**config.mk**
```make
export PLATFORM = sky130hd
export DESIGN_NAME = audio_linear_resampler_unit
export DESIGN_NICKNAME = d
export VERILOG_FILES = /design/src/rtl/alr_pkg.sv /design/src/rtl/audio_linear_resampler_unit.sv
export SDC_FILE = /design/constraint.sdc
export NUM_CORES = 2
export LEC_CHECK = 0
export BUFFER_PORTS_ARGS = -buffer_cell sky130_fd_sc_hd__buf_2
export CAP_MARGIN = 0
export CORE_ASPECT_RATIO = 1.1
export CORE_MARGIN = 5
export CORE_UTILIZATION = 40
export CTS_CLUSTER_SIZE = 10
export DETAILED_ROUTE_END_ITERATION = 10
export HOLD_SLACK_MARGIN = 0.05
export PLACE_DENSITY = 0.6
export SYNTH_ARGS = -nofsm -noshare
export SYNTH_HDL_FRONTEND = slang
export SYNTH_SLANG_ARGS = --single-unit
```
**constraint.sdc**
```tcl
create_clock -name clk -period 9.2 [get_ports clk]
set_input_delay 1.38 -clock clk [delete_from_list [all_inputs] [get_ports clk]]
set_output_delay 1.38 -clock clk [all_outputs]
set_load 0.01 [all_outputs]
```
**src/rtl/alr_pkg.sv**
```systemverilog
// ----------------------------------------------------------------------------
// alr_pkg
// Types, reset values and small helpers of the linear resampler.
// ----------------------------------------------------------------------------
package alr_pkg;

  localparam int MaxOuts   = 64;
  localparam int DivSteps  = 62;
  localparam int RateW     = 24;
  localparam int GainW     = 36;
  localparam int PhaseW    = 26;
  localparam int ScaledW   = 54;

  localparam logic [RateW-1:0] OutRateReset = 24'd12288000;
  localparam logic [RateW-1:0] InRateReset  = 24'd12288000;
  localparam logic [GainW-1:0] GainReset    = 36'h1_0000_0000;

  typedef enum logic [2:0] {
    CFG_OUT_RATE      = 3'd0,
    CFG_IN_RATE       = 3'd1,
    CFG_GAIN          = 3'd2,
    CFG_SAMPLE_16BIT  = 3'd3,
    CFG_SAMPLE_SIGNED = 3'd4,
    CFG_SOURCE_STEREO = 3'd5,
    CFG_OUTPUT_STEREO = 3'd6
  } cfg_idx_t;

  typedef enum logic [7:0] {
    ST_IDLE  = 8'b0000_0001,
    ST_SCALE = 8'b0000_0010,
    ST_DIFF  = 8'b0000_0100,
    ST_PROD  = 8'b0000_1000,
    ST_DIV   = 8'b0001_0000,
    ST_VAL   = 8'b0010_0000,
    ST_CONV  = 8'b0100_0000,
    ST_PUSH  = 8'b1000_0000
  } state_t;

  // Raw code to signed sample value.
  function automatic logic signed [15:0] decode(input logic [15:0] raw,
                                                input logic is16,
                                                input logic twos);
    logic signed [15:0] v;
    begin
      if (is16) begin
        v = twos ? raw : {~raw[15], raw[14:0]};
      end else begin
        v = twos ? {{8{raw[7]}}, raw[7:0]} : {{8{~raw[7]}}, ~raw[7], raw[6:0]};
      end
      return v;
    end
  endfunction

  // Sign and magnitude to saturated int16.
  function automatic logic [15:0] sat16(input logic neg, input logic [16:0] mag);
    logic [15:0] o;
    begin
      if (neg) begin
        o = (mag > 17'd32768) ? 16'h8000 : 16'(17'd0 - mag);
      end else begin
        o = (mag > 17'd32767) ? 16'h7FFF : mag[15:0];
      end
      return o;
    end
  endfunction

endpackage

```
**src/rtl/audio_linear_resampler_unit.sv**
```systemverilog
// ----------------------------------------------------------------------------
// audio_linear_resampler_unit
// Linear interpolation sample rate converter with gain and mono mixdown.
// ----------------------------------------------------------------------------
// Source frames enter on s_axis (tdata = left_raw, right_raw); output frames
// leave on m_axis (tdata = left_out, right_out; tlast marks the final result
// of a frame, tuser flags an overrun). Registers are written through
// cfg_we / cfg_index / cfg_data; the user must write them only while the
// block is idle, as the block itself does not enforce it. One 24x24
// multiplier and one 25-bit restoring divide step are shared under the
// sequencer. Per active channel (one in mono output, two in stereo output)
// a frame goes through gain scaling, a difference, then two rounds of
// product and divide steps before the first result. Every result then
// passes through interpolate, convert and transfer. s_axis_tready is high
// only while idle; a frame with no result returns to idle after setup.
// Results sit in an output register, so a new frame can be accepted while
// the last result still waits. A stalled receiver holds the sequencer in its
// transfer step. Reset restores the register defaults, clears the sample
// history and phase, and drops any pending result.
// ----------------------------------------------------------------------------
module audio_linear_resampler_unit (
  input  logic        clk,
  input  logic        rst,
  input  logic        s_axis_tvalid,
  output logic        s_axis_tready,
  input  logic [31:0] s_axis_tdata,   // [15:0] left_raw, [31:16] right_raw
  output logic        m_axis_tvalid,
  input  logic        m_axis_tready,
  output logic [31:0] m_axis_tdata,   // [15:0] left_out, [31:16] right_out
  output logic        m_axis_tlast,
  output logic [0:0]  m_axis_tuser,   // [0] overrun
  input  logic        cfg_we,
  input  logic [2:0]  cfg_index,
  input  logic [35:0] cfg_data
);

  alr_pkg::state_t state;

  logic [23:0] out_rate;
  logic [23:0] in_rate;
  logic [35:0] gain;
  logic        sample_16bit;
  logic        sample_signed;
  logic        source_stereo;
  logic        output_stereo;

  logic signed [53:0] cur  [2];
  logic signed [53:0] prev [2];
  logic signed [25:0] phase;

  logic [16:0]        smag  [2];
  logic               sneg  [2];
  logic signed [37:0] pbase [2];
  logic               dneg  [2];
  logic [39:0]        q     [2];
  logic [23:0]        r     [2];
  logic [39:0]        qa    [2];
  logic [23:0]        ra    [2];
  logic [39:0]        vv    [2];
  logic [16:0]        tmag  [2];
  logic               tneg  [2];

  logic               ch;
  logic               pass;
  logic [5:0]         cnt;
  logic [5:0]         n;
  logic [47:0]        prod;
  logic [61:0]        acc;
  logic [23:0]        rem;
  logic signed [38:0] dd;
  logic [37:0]        dmag;

  logic [23:0]        orate;
  logic [23:0]        irate;
  logic signed [25:0] phase_plus;
  logic signed [25:0] phase_new;
  logic [23:0]        mul_a;
  logic [23:0]        mul_b;
  logic [47:0]        mul_out;
  logic [61:0]        prod_sh;
  logic [25:0]        trial;
  logic               qbit;
  logic [23:0]        rem_next;
  logic [61:0]        acc_next;
  logic signed [15:0] dl;
  logic signed [15:0] dr;
  logic signed [16:0] samp0;
  logic signed [16:0] samp1;
  logic signed [37:0] cur_sh;
  logic signed [37:0] prev_sh;
  logic [39:0]        val_next [2];
  logic [39:0]        q_next   [2];
  logic [23:0]        r_next   [2];
  logic [24:0]        rsum     [2];
  logic [25:0]        rdiff    [2];
  logic [39:0]        neg_v    [2];
  logic [24:0]        ceil_sum [2];
  logic               push;
  logic               last_out;
  logic               over_out;

  assign orate = (out_rate == '0) ? 24'd1 : out_rate;
  assign irate = (in_rate == '0) ? 24'd1 : in_rate;
  assign phase_plus = phase + $signed({2'b00, orate});
  assign phase_new  = phase + $signed({2'b00, irate});

  assign s_axis_tready = (state == alr_pkg::ST_IDLE);
  assign push = (state == alr_pkg::ST_PUSH) && (!m_axis_tvalid || m_axis_tready);
  assign last_out = !phase_new[25] || (n == 6'(alr_pkg::MaxOuts - 1));
  assign over_out = phase_new[25] && (n == 6'(alr_pkg::MaxOuts - 1));

  always_comb begin
    dl = alr_pkg::decode(s_axis_tdata[15:0], sample_16bit, sample_signed);
    dr = source_stereo ? alr_pkg::decode(s_axis_tdata[31:16], sample_16bit, sample_signed)
                       : dl;
    samp1 = 17'(dr);
    samp0 = output_stereo ? 17'(dl) : 17'(dl) + 17'(dr);
  end

  always_comb begin
    if (state == alr_pkg::ST_SCALE) begin
      mul_a = {7'd0, smag[ch]};
      mul_b = (cnt == 6'd0) ? gain[23:0] : {12'd0, gain[35:24]};
    end else begin
      mul_a = pass ? irate : phase_plus[23:0];
      mul_b = (cnt == 6'd0) ? dmag[23:0] : {10'd0, dmag[37:24]};
    end
    mul_out = mul_a * mul_b;
    prod_sh = {prod[37:0], 24'd0};
  end

  always_comb begin
    trial    = {1'b0, rem, acc[61]} - {2'b00, orate};
    qbit     = !trial[25];
    rem_next = qbit ? trial[23:0] : {rem[22:0], acc[61]};
    acc_next = {acc[60:0], qbit};
    cur_sh   = cur[ch][53:16];
    prev_sh  = prev[ch][53:16];
  end

  always_comb begin
    for (int c = 0; c < 2; c++) begin
      val_next[c] = dneg[c] ? {{2{pbase[c][37]}}, pbase[c]} - q[c]
                            : {{2{pbase[c][37]}}, pbase[c]} + q[c];
      rsum[c]     = {1'b0, r[c]} + {1'b0, ra[c]};
      rdiff[c]    = {1'b0, rsum[c]} - {2'b00, orate};
      r_next[c]   = rdiff[c][25] ? rsum[c][23:0] : rdiff[c][23:0];
      q_next[c]   = q[c] + qa[c] + {39'd0, !rdiff[c][25]};
      neg_v[c]    = 40'd0 - vv[c];
      ceil_sum[c] = {1'b0, neg_v[c][39:16]} + 25'd255;
    end
  end

  always_ff @(posedge clk) begin
    if (rst) begin
      out_rate      <= alr_pkg::OutRateReset;
      in_rate       <= alr_pkg::InRateReset;
      gain          <= alr_pkg::GainReset;
      sample_16bit  <= 1'b1;
      sample_signed <= 1'b1;
      source_stereo <= 1'b0;
      output_stereo <= 1'b0;
    end else if (cfg_we) begin
      case (alr_pkg::cfg_idx_t'(cfg_index))
        alr_pkg::CFG_OUT_RATE:      out_rate      <= cfg_data[23:0];
        alr_pkg::CFG_IN_RATE:       in_rate       <= cfg_data[23:0];
        alr_pkg::CFG_GAIN:          gain          <= cfg_data;
        alr_pkg::CFG_SAMPLE_16BIT:  sample_16bit  <= cfg_data[0];
        alr_pkg::CFG_SAMPLE_SIGNED: sample_signed <= cfg_data[0];
        alr_pkg::CFG_SOURCE_STEREO: source_stereo <= cfg_data[0];
        alr_pkg::CFG_OUTPUT_STEREO: output_stereo <= cfg_data[0];
        default: ;
      endcase
    end
  end

  always_ff @(posedge clk) begin
    if (rst) begin
      state         <= alr_pkg::ST_IDLE;
      cur[0]        <= '0;
      cur[1]        <= '0;
      prev[0]       <= '0;
      prev[1]       <= '0;
      phase         <= '0;
      ch            <= 1'b0;
      pass          <= 1'b0;
      cnt           <= '0;
      n             <= '0;
      m_axis_tvalid <= 1'b0;
    end else begin
      if (push) begin
        m_axis_tvalid <= 1'b1;
      end else if (m_axis_tready) begin
        m_axis_tvalid <= 1'b0;
      end
      unique case (state)
        alr_pkg::ST_IDLE: begin
          if (s_axis_tvalid) begin
            smag[0] <= samp0[16] ? 17'(17'd0 - samp0) : samp0;
            sneg[0] <= samp0[16];
            smag[1] <= samp1[16] ? 17'(17'd0 - samp1) : samp1;
            sneg[1] <= samp1[16];
            prev[0] <= cur[0];
            if (output_stereo) begin
              prev[1] <= cur[1];
            end
            phase <= phase - $signed({2'b00, orate});
            ch    <= 1'b0;
            cnt   <= '0;
            n     <= '0;
            state <= alr_pkg::ST_SCALE;
          end
        end
        alr_pkg::ST_SCALE: begin
          cnt <= cnt + 6'd1;
          case (cnt)
            6'd0: prod <= mul_out;
            6'd1: begin
              acc  <= {14'd0, prod};
              prod <= mul_out;
            end
            6'd2: acc <= acc + prod_sh;
            default: begin
              cur[ch] <= sneg[ch] ? 54'(54'd0 - acc[53:0]) : acc[53:0];
              cnt     <= '0;
              state   <= alr_pkg::ST_DIFF;
            end
          endcase
        end
        alr_pkg::ST_DIFF: begin
          if (cnt == 6'd0) begin
            dd        <= {cur_sh[37], cur_sh} - {prev_sh[37], prev_sh};
            pbase[ch] <= prev_sh;
            cnt       <= 6'd1;
          end else begin
            dmag     <= dd[38] ? 38'(39'd0 - dd) : dd[37:0];
            dneg[ch] <= dd[38];
            pass     <= 1'b0;
            cnt      <= '0;
            state    <= alr_pkg::ST_PROD;
          end
        end
        alr_pkg::ST_PROD: begin
          cnt <= cnt + 6'd1;
          case (cnt)
            6'd0: prod <= mul_out;
            6'd1: begin
              acc  <= {14'd0, prod};
              prod <= mul_out;
            end
            default: begin
              acc   <= acc + prod_sh;
              rem   <= '0;
              cnt   <= '0;
              state <= alr_pkg::ST_DIV;
            end
          endcase
        end
        alr_pkg::ST_DIV: begin
          acc <= acc_next;
          rem <= rem_next;
          cnt <= cnt + 6'd1;
          if (cnt == 6'(alr_pkg::DivSteps - 1)) begin
            cnt <= '0;
            if (!pass) begin
              q[ch] <= acc_next[39:0];
              r[ch] <= rem_next;
              pass  <= 1'b1;
              state <= alr_pkg::ST_PROD;
            end else begin
              qa[ch] <= acc_next[39:0];
              ra[ch] <= rem_next;
              if (ch != output_stereo) begin
                ch    <= 1'b1;
                state <= alr_pkg::ST_SCALE;
              end else begin
                state <= phase[25] ? alr_pkg::ST_VAL : alr_pkg::ST_IDLE;
              end
            end
          end
        end
        alr_pkg::ST_VAL: begin
          for (int c = 0; c < 2; c++) begin
            vv[c] <= val_next[c];
            q[c]  <= q_next[c];
            r[c]  <= r_next[c];
          end
          state <= alr_pkg::ST_CONV;
        end
        alr_pkg::ST_CONV: begin
          for (int c = 0; c < 2; c++) begin
            tneg[c] <= vv[c][39];
            tmag[c] <= vv[c][39] ? ceil_sum[c][24:8] : {1'b0, vv[c][39:24]};
          end
          state <= alr_pkg::ST_PUSH;
        end
        alr_pkg::ST_PUSH: begin
          if (push) begin
            phase <= over_out ? 26'sd0 : phase_new;
            n     <= n + 6'd1;
            state <= last_out ? alr_pkg::ST_IDLE : alr_pkg::ST_VAL;
          end
        end
        default: state <= alr_pkg::ST_IDLE;
      endcase
    end
  end

  always_ff @(posedge clk) begin
    if (push) begin
      m_axis_tdata[15:0]  <= alr_pkg::sat16(tneg[0], tmag[0]);
      m_axis_tdata[31:16] <= output_stereo ? alr_pkg::sat16(tneg[1], tmag[1]) : 16'd0;
      m_axis_tlast        <= last_out;
      m_axis_tuser        <= over_out;
    end
  end

endmodule

```
==> run metrics <==
MaxCap Viol Count=0; Final Net Count=around 10000; full die area=217000 um^2; #FFs+latches synth=1021; slowest stage delay, CP=0.56 ns; largest family of logic cells by synthesized area=adder cells; DR WL/cell=approximately 22 um; dominant cells by area after synthesis=edfxtp_1 32%, fa_1 12%, ha_1 9.4%; fill count=roughly 20000; Syn Inst Count=about 8700; Initial DRT Pass Iterations=6; Synth Cell Area=83100 um^2; vias in the first global route=67100; startpoint types=register; post-synthesis simple-gate area fraction=0.146; area leader, netlist=edfxtp_1; Synth Warn #=0; Hold Startpoint=out_rate[0]; first-pass GRT wire length=399000 um; Post-DP Area=89500 um^2; gr usage total=0.238; Slowest-stage cell, CP=fa_1; Synth async-reset ratio=0; slew margin rel.=0.187; port buffer count=111; Worst Path Arrival=slightly above 10 ns; # clock sinks=~1000; clock root cell=clkbuf_16; setup violators final=19; hold buffers post-CTS=0; Core ar.=207000 um^2; EDFF count, synth=about 900; HPWL Detailed=205000 um; CTS tree=done; reg2reg start=out_rate[6]; total grt overflow=0; die width=between 400 and 500 um; DRT iter0 DRCs=5558; Synth Area in XOR/XNOR=0.0637; DRC violations left=0; syn_area_per_cell=9.57 um^2; Multi-input gate area=50600 um^2; crit path launch=out_rate[6]; Worst-Margin Slew=1.21 ns; post-synth top area share=0.319; status=finished, violations left; top-count cell post-synth=nor2_1; Setup CP Type=reg2reg; CTS buffer count=130; Post-Layout Inst Area=around 95000 um^2; Synth Area in Compound Gates=0.149; die height=488 um; RD Place Congestion=0.964; clk_lat worst skew=approximately 0.8 ns; FP Rows=175; Layout Utilization=0.459; mux contribution to synthesized area=0.0214; total number of vias=66400; Synth Flop Type=edfxtp_1; initial antenna violation count=5; setup TNS=-6.76 ns; Slew Viols, Final=0; Initial Utilization=0.402; largest net degree at the start of global routing=164; Synth cell types=92; top cells by count, synth=920 x nor2_1, 883 x edfxtp_1, 815 x inv_1; Routed Wire Length=262000 um; worst-path maximum fanout=5; H-tree Lvls=4; clock transition at the registers of the reported paths=0.06 ns; Vias/cell=approximately 5.6; Final period util=1.06; crit path setup slack, layout=-0.555 ns; Crit path required time=roughly 10 ns; most frequent CP cell=fa_1; clock period minus worst slack=9.76 ns; Clock Skew=0.0478 ns; # IOs=between 100 and 150; Synth Area in Adders=0.214; register area share after synthesis=0.352; Hold Crit Class=reg2reg; Peak Freq=103 MHz; layout cells sized above 1=0.120; RSZ-0062 raised after global routing=yes; FF/Latch Area=29300 um^2; Hold Vio Cnt, Final=0; failing checks=negative setup slack; antenna viol nets, final=0; Area Growth Syn to Fin=14.2%; CTS Buffer Depth=3; Setup crit end kind=register
critical path, delay by kind of cell (launching register included):
family                     cells  cell delay (ns)
AOI/OAI and AO/OA             19             3.31
xor gates and xnor gates       1             0.13
adders and majority gates     10             4.38
buffers and inverters          6             0.59
DFF                            1             0.35
and+or+nand+nor                5             0.75
kinds of logic after synthesis:
family,count (synthesis)
compound gates,1955
xor+xnor,604
mux,170
fa+ha+maj,1123
other cells,1
flops,1021
simple gates,2621
buf+inv,1193
cells in the final DEF (no fill, tap or decap), types with 124 or more instances in the layout:
master,netlist,routed
dfxtp_1,138,130
o21ai_0,433,418
nand2b_1,155,152
edfxtp_1,883,883
a21o_1,230,230
clkbuf_16,0,134
nor2_1,920,898
buf_4,0,423
nand2_1,756,750
xor2_1,186,184
xnor2_1,418,411
fa_1,499,470
nor3_1,155,147
a21oi_1,593,564
and3_1,125,124
inv_1,815,786
ha_1,624,602
area by class of cell:
type / instances / area share
Antenna cell: 4 / 0.000105
Clock buffer: 165 / 0.0365
Clock inverter: 34 / 0.00471
Inverter: 820 / 0.0325
Multi-Input combinational cell: 6476 / 0.533
Sequential cell: 1021 / 0.309
Tap cell: 2743 / 0.0362
Timing Repair Buffer: 587 / 0.0489
routing by layer:
metal | part of all wire | up-vias | GRT usage | wire (um)
met2 | 0.48 | 2091 | 0.405 | 125000
met3 | 0.063 | 479 | 0.0405 | 16600
met1 | 0.42 | 32800 | 0.301 | 109000
met4 | 0.044 | 0 | 0.0943 | 11400
met5 | 0 | - | 0 | 0
li1 | - | 31100 | - | -
flip-flops by register name (all words and copies together), names as in the netlist, 26 cells and up, named ones only:
signal and flops:
prev 76, smag 34, dd 39, qa 80, cur 76, m_axis_tdata 32, q 80, vv 80
acc 62, r 48, tmag 34, phase 26, ra 48, gain 36, dmag 38, pbase 76
prod 48
through the flow:
stage,worst slack [ns],hold slack (ns),std cells
finish,-0.555,0.452,11900
global placement,-0.853,0.441,11600
floorplan,0.00779,0.426,8690
global route,-0.893,0.478,11800
CTS,-0.547,0.457,11800
detailed placement,-0.932,0.449,11600
final timing paths:
path | endpoint | slack, ns | depth (start not counted)
max | prod[47] | -0.56 | 41
min | out_rate[0] | 0.45 | 2
max reg2reg | prod[47] | -0.56 | 41
min reg2reg | out_rate[0] | 0.45 | 2
repair_timing:
item,CTS,global route
setup buffers,24,25
pin swaps,73,149
endpoints found under the setup margin,23,38
gates resized for setup,123,128
gates cloned,2,2
Power is not shown: default switching activity piles up to over one toggle a cycle in this logic, so the estimate is an artifact.
